$ cat config.mk
export PLATFORM = sky130hd
export DESIGN_NAME = window_rms_peak_classifier_unit
export DESIGN_NICKNAME = d
export VERILOG_FILES = /design/src/design/wrpc_pkg.sv /design/src/design/window_rms_peak_classifier_unit.sv
export SDC_FILE = /design/constraint.sdc
export NUM_CORES = 1
export LEC_CHECK = 0
export ABC_AREA = 0
export BUFFER_PORTS_ARGS = -buffer_cell sky130_fd_sc_hd__clkbuf_2
export CAP_MARGIN = 20
export CORE_UTILIZATION = 56
export CTS_CLUSTER_DIAMETER = 60
export DETAILED_ROUTE_END_ITERATION = 7
export GPL_ROUTABILITY_DRIVEN = 0
export HOLD_SLACK_MARGIN = 0.02
export PLACE_DENSITY = 0.77
export RECOVER_POWER = 100
export SLEW_MARGIN = 20
export SYNTH_ARGS = -nofsm -noshare
export SYNTH_HDL_FRONTEND = slang
export SYNTH_SLANG_ARGS = --single-unit
$ cat constraint.sdc
create_clock -name clk -period 4.6 [get_ports clk]
set_input_delay 0 -clock clk [delete_from_list [all_inputs] [get_ports clk]]
set_output_delay 0 -clock clk [all_outputs]
set_load 0.02 [all_outputs]
$ cat src/design/wrpc_pkg.sv
`timescale 1ns / 1ps
// ----------------------------------------------------------------------------
// wrpc_pkg
// types and constants shared by the windowed rms / peak classifier
// ----------------------------------------------------------------------------
package wrpc_pkg;

  localparam int unsigned LIMIT_W  = 16;
  localparam int unsigned SAMPLE_W = 16;
  localparam int unsigned SUM_W    = 40;
  localparam int unsigned PROD_W   = 2 * SAMPLE_W;
  localparam int unsigned CREST_W  = 13;
  localparam int unsigned CFG_IDX_W = 3;

  localparam logic [CREST_W-1:0] CREST_SAT = 13'd4096;

  // serial step counts of each phase
  localparam int unsigned MUL_STEPS   = SAMPLE_W;
  localparam int unsigned MEAN_STEPS  = SUM_W;
  localparam int unsigned SQRT_STEPS  = PROD_W / 2;
  localparam int unsigned CREST_STEPS = SAMPLE_W + 8;
  localparam int unsigned STEP_W      = 6;

  localparam logic [LIMIT_W-1:0] FAULT_RMS_RESET    = 16'd21299;
  localparam logic [LIMIT_W-1:0] FAULT_PEAK_RESET   = 16'd26214;
  localparam logic [LIMIT_W-1:0] WARN_RMS_RESET     = 16'd14746;
  localparam logic [LIMIT_W-1:0] WARN_PEAK_RESET    = 16'd24576;
  localparam logic [LIMIT_W-1:0] MISSING_RATE_RESET = 16'd3277;

  typedef enum logic [CFG_IDX_W-1:0] {
    REG_FAULT_RMS    = 3'd0,
    REG_FAULT_PEAK   = 3'd1,
    REG_WARN_RMS     = 3'd2,
    REG_WARN_PEAK    = 3'd3,
    REG_MISSING_RATE = 3'd4
  } cfg_reg_t;

  typedef enum logic [1:0] {
    CLS_NORMAL   = 2'd0,
    CLS_WARNING  = 2'd1,
    CLS_FAULT    = 2'd2,
    CLS_DEGRADED = 2'd3
  } event_class_t;

  typedef struct packed {
    logic signed [SAMPLE_W-1:0] sample;
    logic                       window_end;
    logic [15:0]                missing_rate;
  } in_beat_t;

  typedef struct packed {
    logic [15:0]        rms_value;
    logic [15:0]        peak_value;
    logic [CREST_W-1:0] crest_ratio;
    logic               complete_flag;
    event_class_t       event_class;
  } out_beat_t;

endpackage

$ cat src/design/window_rms_peak_classifier_unit.sv
`timescale 1ns / 1ps
// ----------------------------------------------------------------------------
// window_rms_peak_classifier_unit
// windowed rms, peak and crest factor with event classification
// ----------------------------------------------------------------------------
//  channel | signals                              | direction | handshake
//  --------+--------------------------------------+-----------+-----------------
//  in      | in_valid, in_stall, in_data          | sink      | valid & !stall
//  out     | out_valid, out_stall, out_data       | source    | valid & !stall
//  cfg     | cfg_valid, cfg_ready, cfg_index/data | sink      | valid & ready
//
//  a sample beat runs the accept in idle, the bit-serial squarer and the
//  accumulate state adding into the saturating sum
//  the closing beat adds the serial mean division, the two-bit-per-cycle
//  square root, the crest division (skipped when rms is zero) and the emit
//  state, which loads the output register once it is free or being read
//  synchronous reset clears the limits to their defaults and the window
//  a waiting result does not block sample intake; only a second result
//  that finds the output register still full holds the unit
// ----------------------------------------------------------------------------
module window_rms_peak_classifier_unit
  import wrpc_pkg::*;
#(
  parameter int unsigned MAX_WINDOW = 256
) (
  input  logic                 clk,
  input  logic                 rst,
  input  logic                 in_valid,
  output logic                 in_stall,
  input  in_beat_t             in_data,
  output logic                 out_valid,
  input  logic                 out_stall,
  output out_beat_t            out_data,
  input  logic                 cfg_valid,
  output logic                 cfg_ready,
  input  logic [CFG_IDX_W-1:0] cfg_index,
  input  logic [LIMIT_W-1:0]   cfg_data
);

  localparam int unsigned CNT_W = $clog2(MAX_WINDOW + 1);

  typedef enum logic [6:0] {
    ST_IDLE      = 7'b0000001,
    ST_MUL       = 7'b0000010,
    ST_ACC       = 7'b0000100,
    ST_DIV_MEAN  = 7'b0001000,
    ST_SQRT      = 7'b0010000,
    ST_DIV_CREST = 7'b0100000,
    ST_EMIT      = 7'b1000000
  } state_t;

  state_t state;
  logic [STEP_W-1:0] step;

  // limits
  logic [LIMIT_W-1:0] fault_rms_limit;
  logic [LIMIT_W-1:0] fault_peak_limit;
  logic [LIMIT_W-1:0] warn_rms_limit;
  logic [LIMIT_W-1:0] warn_peak_limit;
  logic [LIMIT_W-1:0] missing_rate_limit;

  // window accumulators
  logic [SUM_W-1:0]    square_sum;
  logic [SAMPLE_W-1:0] peak_so_far;
  logic [CNT_W-1:0]    sample_count;
  logic                is_last;
  logic [15:0]         missing;

  // squarer
  logic [SAMPLE_W-1:0] mag;
  logic [SAMPLE_W-1:0] mul_bits;
  logic [PROD_W-1:0]   prod;

  // shared restoring divider
  logic [SUM_W-1:0]    quo;
  logic [SAMPLE_W-1:0] rem;
  logic [SAMPLE_W-1:0] divisor;

  // square root
  logic [PROD_W-1:0]         sq_src;
  logic [SAMPLE_W+1:0]       sq_rem;
  logic [SAMPLE_W-1:0]       root;

  logic                in_accept;
  logic                emit_go;
  logic [SAMPLE_W-1:0] in_mag;
  logic [CNT_W-1:0]    count_inc;
  logic [SUM_W:0]      sum_wide;
  logic [SUM_W-1:0]    sum_next;
  logic [SAMPLE_W:0]   div_sh;
  logic                div_ge;
  logic [SAMPLE_W-1:0] rem_next;
  logic [SAMPLE_W+3:0] sq_sh;
  logic [SAMPLE_W+3:0] sq_trial;
  logic                sq_ge;
  logic [CREST_W-1:0]  crest_next;
  logic                complete_next;
  event_class_t        class_next;

  assign cfg_ready = 1'b1;
  assign in_stall  = (state != ST_IDLE);
  assign in_accept = in_valid && !in_stall;
  assign emit_go   = (state == ST_EMIT) && (!out_valid || !out_stall);

  // two's complement magnitude, -32768 maps to 0x8000
  assign in_mag    = in_data.sample[SAMPLE_W-1] ?
                     (~in_data.sample + SAMPLE_W'(1)) : in_data.sample;
  assign count_inc = sample_count + CNT_W'(1);

  // saturating accumulate
  assign sum_wide = {1'b0, square_sum} + (SUM_W + 1)'(prod);
  assign sum_next = sum_wide[SUM_W] ? {SUM_W{1'b1}} : sum_wide[SUM_W-1:0];

  // one quotient bit per cycle
  assign div_sh   = {rem, quo[SUM_W-1]};
  assign div_ge   = div_sh >= {1'b0, divisor};
  assign rem_next = div_ge ? SAMPLE_W'(div_sh - {1'b0, divisor}) : div_sh[SAMPLE_W-1:0];

  // one root bit per cycle, two radicand bits in
  assign sq_sh    = {sq_rem, sq_src[PROD_W-1 -: 2]};
  assign sq_trial = {2'b00, root, 2'b01};
  assign sq_ge    = sq_sh >= sq_trial;

  always_comb begin
    if (root == '0) begin
      crest_next = '0;
    end else if (quo[CREST_STEPS-1:0] > CREST_STEPS'(CREST_SAT)) begin
      crest_next = CREST_SAT;
    end else begin
      crest_next = quo[CREST_W-1:0];
    end
    complete_next = (missing <= missing_rate_limit);
    if (!complete_next) begin
      class_next = CLS_DEGRADED;
    end else if (root > fault_rms_limit && peak_so_far > fault_peak_limit) begin
      class_next = CLS_FAULT;
    end else if (root > warn_rms_limit || peak_so_far > warn_peak_limit) begin
      class_next = CLS_WARNING;
    end else begin
      class_next = CLS_NORMAL;
    end
  end

  // configuration writes, unknown indexes ignored
  always_ff @(posedge clk) begin
    if (rst) begin
      fault_rms_limit    <= FAULT_RMS_RESET;
      fault_peak_limit   <= FAULT_PEAK_RESET;
      warn_rms_limit     <= WARN_RMS_RESET;
      warn_peak_limit    <= WARN_PEAK_RESET;
      missing_rate_limit <= MISSING_RATE_RESET;
    end else if (cfg_valid && cfg_ready) begin
      case (cfg_index)
        REG_FAULT_RMS:    fault_rms_limit    <= cfg_data;
        REG_FAULT_PEAK:   fault_peak_limit   <= cfg_data;
        REG_WARN_RMS:     warn_rms_limit     <= cfg_data;
        REG_WARN_PEAK:    warn_peak_limit    <= cfg_data;
        REG_MISSING_RATE: missing_rate_limit <= cfg_data;
        default: ;
      endcase
    end
  end

  // output register, held while the sink stalls
  always_ff @(posedge clk) begin
    if (rst) begin
      out_valid <= 1'b0;
    end else if (emit_go) begin
      out_valid <= 1'b1;
    end else if (!out_stall) begin
      out_valid <= 1'b0;
    end
  end

  // control and window state
  always_ff @(posedge clk) begin
    if (rst) begin
      state        <= ST_IDLE;
      step         <= '0;
      square_sum   <= '0;
      peak_so_far  <= '0;
      sample_count <= '0;
    end else begin
      case (state)
        ST_IDLE: begin
          if (in_accept) begin
            // peak and count settle now, the square follows serially
            if (in_mag > peak_so_far) begin
              peak_so_far <= in_mag;
            end
            sample_count <= count_inc;
            step         <= STEP_W'(MUL_STEPS - 1);
            state        <= ST_MUL;
          end
        end
        ST_MUL: begin
          step <= step - STEP_W'(1);
          if (step == '0) begin
            state <= ST_ACC;
          end
        end
        ST_ACC: begin
          square_sum <= sum_next;
          if (is_last) begin
            step  <= STEP_W'(MEAN_STEPS - 1);
            state <= ST_DIV_MEAN;
          end else begin
            state <= ST_IDLE;
          end
        end
        ST_DIV_MEAN: begin
          if (step == '0) begin
            step  <= STEP_W'(SQRT_STEPS - 1);
            state <= ST_SQRT;
          end else begin
            step <= step - STEP_W'(1);
          end
        end
        ST_SQRT: begin
          if (step == '0) begin
            // zero rms has no crest ratio to work out
            if ({root[SAMPLE_W-2:0], sq_ge} == '0) begin
              state <= ST_EMIT;
            end else begin
              step  <= STEP_W'(CREST_STEPS - 1);
              state <= ST_DIV_CREST;
            end
          end else begin
            step <= step - STEP_W'(1);
          end
        end
        ST_DIV_CREST: begin
          step <= step - STEP_W'(1);
          if (step == '0) begin
            state <= ST_EMIT;
          end
        end
        ST_EMIT: begin
          if (emit_go) begin
            square_sum   <= '0;
            peak_so_far  <= '0;
            sample_count <= '0;
            state        <= ST_IDLE;
          end
        end
        default: state <= ST_IDLE;
      endcase
    end
  end

  // serial datapath, no reset needed
  always_ff @(posedge clk) begin
    case (state)
      ST_IDLE: begin
        if (in_accept) begin
          mag      <= in_mag;
          mul_bits <= in_mag;
          prod     <= '0;
          is_last  <= in_data.window_end || (count_inc >= CNT_W'(MAX_WINDOW));
          missing  <= in_data.missing_rate;
        end
      end
      ST_MUL: begin
        // msb-first shift and add
        prod     <= {prod[PROD_W-2:0], 1'b0} +
                    (mul_bits[SAMPLE_W-1] ? PROD_W'(mag) : '0);
        mul_bits <= {mul_bits[SAMPLE_W-2:0], 1'b0};
      end
      ST_ACC: begin
        quo     <= sum_next;
        rem     <= '0;
        divisor <= SAMPLE_W'(sample_count);
      end
      ST_DIV_MEAN: begin
        quo <= {quo[SUM_W-2:0], div_ge};
        rem <= rem_next;
        if (step == '0) begin
          // the mean never exceeds a single full-scale square
          sq_src <= {quo[PROD_W-2:0], div_ge};
          sq_rem <= '0;
          root   <= '0;
        end
      end
      ST_SQRT: begin
        sq_src <= {sq_src[PROD_W-3:0], 2'b00};
        sq_rem <= sq_ge ? (SAMPLE_W + 2)'(sq_sh - sq_trial) : sq_sh[SAMPLE_W+1:0];
        root   <= {root[SAMPLE_W-2:0], sq_ge};
        if (step == '0) begin
          // peak * 256 placed at the top of the dividend
          quo     <= {peak_so_far, 8'd0, (SUM_W - CREST_STEPS)'(0)};
          rem     <= '0;
          divisor <= {root[SAMPLE_W-2:0], sq_ge};
        end
      end
      ST_DIV_CREST: begin
        quo <= {quo[SUM_W-2:0], div_ge};
        rem <= rem_next;
      end
      ST_EMIT: begin
        if (emit_go) begin
          out_data.rms_value     <= root;
          out_data.peak_value    <= peak_so_far;
          out_data.crest_ratio   <= crest_next;
          out_data.complete_flag <= complete_next;
          out_data.event_class   <= class_next;
        end
      end
      default: ;
    endcase
  end

  // an accepted sample always starts the squarer
  assert property (@(posedge clk) disable iff (rst)
    in_accept |=> (state == ST_MUL))
    else $error("accepted sample did not start the squarer");

  // a new result only appears from the emit state
  assert property (@(posedge clk) disable iff (rst)
    $rose(out_valid) |-> $past(state == ST_EMIT))
    else $error("result raised outside emit");

  // the window is cleared once its result is loaded
  assert property (@(posedge clk) disable iff (rst)
    emit_go |=> (sample_count == '0) && (square_sum == '0) && out_valid)
    else $error("window not cleared after result");

endmodule

==> impl_metrics.toml <==
[routing]
totalWireLength_um = 61600
dr.pass1.iters = 6
ant_nets = 0
drc = 0
via_per_inst = 6.10
drtIter0Drc = 1624
routedWlPerCell_um = 19.3
vias = 19500

[pwr]
leakagePower_nw = 10.9
ir_drop_uv = 364
pwr_density_cell_nw_per_um2 = 417

[finish]
area_delta_synth_final_pct = 13.1
instances_no_fill = 3195
final_area_um2 = 26600
ff_latch_area_um2 = 11200
layout-drive-gt1-share_pct = 6.35
multi_input_area_um2 = 11300
nets = 2865
fin_util_pct = 64.7
fill_cells = 3234

[yosys]
synth_most_common_cell = "nand2_1"
yosysWarnings = 0
syn_inst = 2483
ys_top_cells_by_area = "edfxtp_1 34%, dfxtp_1 14%, ha_1 9.6%"
synth_edf_count = 267
synth_top_area_share_pct = 34.0
avgSynthCellArea_um2 = 9.49
synth_cell_type_count = 82
async_flop_share_pct = 0
synth-main-ff-cell = "edfxtp_1"
yosysSeqAreaShare_pct = 47.5
synth_common_cells = "370 x nand2_1, 267 x edfxtp_1, 197 x a21oi_1"
yosys.area.top_type = "edfxtp_1"
ys_ff_latch = 426
synth_area_um2 = 23600
synth_fp_nets = 2724

[floorplanning]
die_w_um = 207
initial_core_util_pct = 57.2
core_um2 = 41200
io_pins = 108
die_h_um = 207
num_rows = 74
dieArea_um2 = 42900

[sta]
fmax_mhz = 234
hold_viol = 0
clock_skew_ps = 40.9
rsz0062_at_grt = "no"
fin_ws_ps = 334
setup_viol = 0
fin_setup_tns_ps = 0
fin_crit_sh_pct = 92.7
tightestPinTransition_ps = 2750
slew_violations = 281
layout_min_cycle_time_ps = 4270
timing.slew.headroom_pct = -83.3

[worst_setup_path]
arrival_ps = 4790
startpoint_type = "input pin"
cp_data_required_time_ps = 5120
path_max_fanout = 16
crit_path_end_kind = "flip-flop"
worstSetupPathType = "in2reg"
reg2reg_depth = 13

[flow_run]
maxCapViolCount = 5

[worst_hold_path]
hold_depth = 5
hold_class = "in2reg"

[clock_network]
clkTransAtPathRegs_ps = 60
clock-sinks = 426
cts-root-buf = "clkbuf_16"
clock_latency_ps = 610
htree_levels = 2
post-cts-setup-buffers = 0
cts_buffers = 46
cts_tree = "built"
cts_resized = 0
cts_buffer_depth = 3

[grt]
first_global_vias = 18900
grt.total_usage_pct = 28.5
grt-ovfl-total = 0
antenna_found_initial = 1
grt_max_degree = 80
grt_pass1_wl_um = 98200

[placed_design]
io_buffers = 106
hpwl_um = 42200
dp_slack_ps = 922
dpl-instance-area_um2 = 24600
dp.cells = 3044

[run_status]
outcome = "complete, but fails checks"
violations = "capacitance limit, slew limit"
==> cells by family (layout without fill, tap and decap cells) <==
| group | after synthesis | after routing | synth area share (%) |
|---|---|---|---|
| AO/OA/AOI/OAI | 609 | 609 | 16.6 |
| XOR/XNOR | 89 | 89 | 3.31 |
| adder cells (fa/ha/maj) | 184 | 184 | 9.86 |
| buffers and inverters | 286 | 465 | 4.65 |
| flip-flops | 426 | 426 | 47.5 |
| multiplexers | 32 | 32 | 1.36 |
| other | 1 | 2 | 0.0159 |
| AND/OR/NAND/NOR | 856 | 856 | 16.7 |
==> placed cells by master (no fill, tap or decap), types with 42 or more instances in the layout <==
cell / n
a21o_1: 67
inv_1: 182
clkbuf_1: 71
edfxtp_1: 267
dfxtp_1: 159
xnor2_1: 48
nor2_1: 174
nand2_1: 370
o211ai_1: 43
clkbuf_16: 47
ha_1: 181
dlygate4sd3_1: 64
nand3_1: 61
clkbuf_2: 59
a21oi_1: 195
nor3_1: 42
o21ai_0: 124
==> report_power, final <==
part | leakage, nW | internal (mW) | switching, mW | total (mW)
clock | 0.771 | 2.26 | 1.62 | 3.88
sequential | 3.64 | 4.53 | 0.332 | 4.86
combinational | 6.47 | 0.907 | 1.47 | 2.38
total | 10.9 | 7.70 | 3.43 | 11.1
==> timing repair <==
item / in CTS / in global routing
hold endpoints to repair: 150 / 0
hold buffers: 64 / 0
endpoints found under the setup margin: 0 / 0
==> stage by stage <==
| step | hold WS, ps | total power, mW |
|---|---|---|
| finish | 46.7 | 11.1 |
| global route | 95.0 | 11.6 |
| CTS | 20.5 | 11.1 |
| detailed placement | 179 | 7.18 |
| global placement | 178 | 7.09 |
| floorplan | 98.9 | 6.48 |
==> routing by layer <==
metal	track usage, %	part of all wire, %
met1	37.6	43
met2	46.5	45
met3	4.49	7.7
met4	12.6	4.2
met5	0	0
==> state kept, by name, summed over array words and instances, names as in the netlist, 18 cells and up <==
signal and count:
quo 40, square_sum 40, sq_rem 18, out_data 48, sq_src 32, prod 32
==> layout make-up <==
| class | instances | share of cell area [%] |
|---|---|---|
| Clock buffer | 53 | 4.54 |
| Clock inverter | 33 | 1.47 |
| Antenna cell | 1 | 0.00939 |
| Inverter | 182 | 2.56 |
| Tap cell | 532 | 2.50 |
| Sequential cell | 426 | 42.0 |
| Timing Repair Buffer | 197 | 4.66 |
| Multi-Input combinational cell | 1771 | 42.2 |
==> worst max-delay path, stage by stage <==
cell           delay [ps]
dlygate4sd3_1         540
clkbuf_1              150
nor4_1                350
nand2b_1              150
nor2_1                180
nand2_1               100
o31ai_1               260
xor2_1                250
dlygate4sd3_1         630
inv_1                  70
ha_1                  290
a21o_1                160
a21o_1                170
a211oi_1              230
o21bai_1              110
a21o_1                190
a221o_1               310
a21oi_1               140
clkbuf_2              330
o2bb2ai_1             180
==> final timing paths <==
kind                       from                 end  slack [ps]
min reg2reg  fault_rms_limit[2]  fault_rms_limit[2]         460
max                 in_data[20]      peak_so_far[4]         330
min                cfg_index[1]   warn_rms_limit[0]          50
max reg2reg             prod[0]              quo[9]         370
Power figures use the tool's default switching activity.
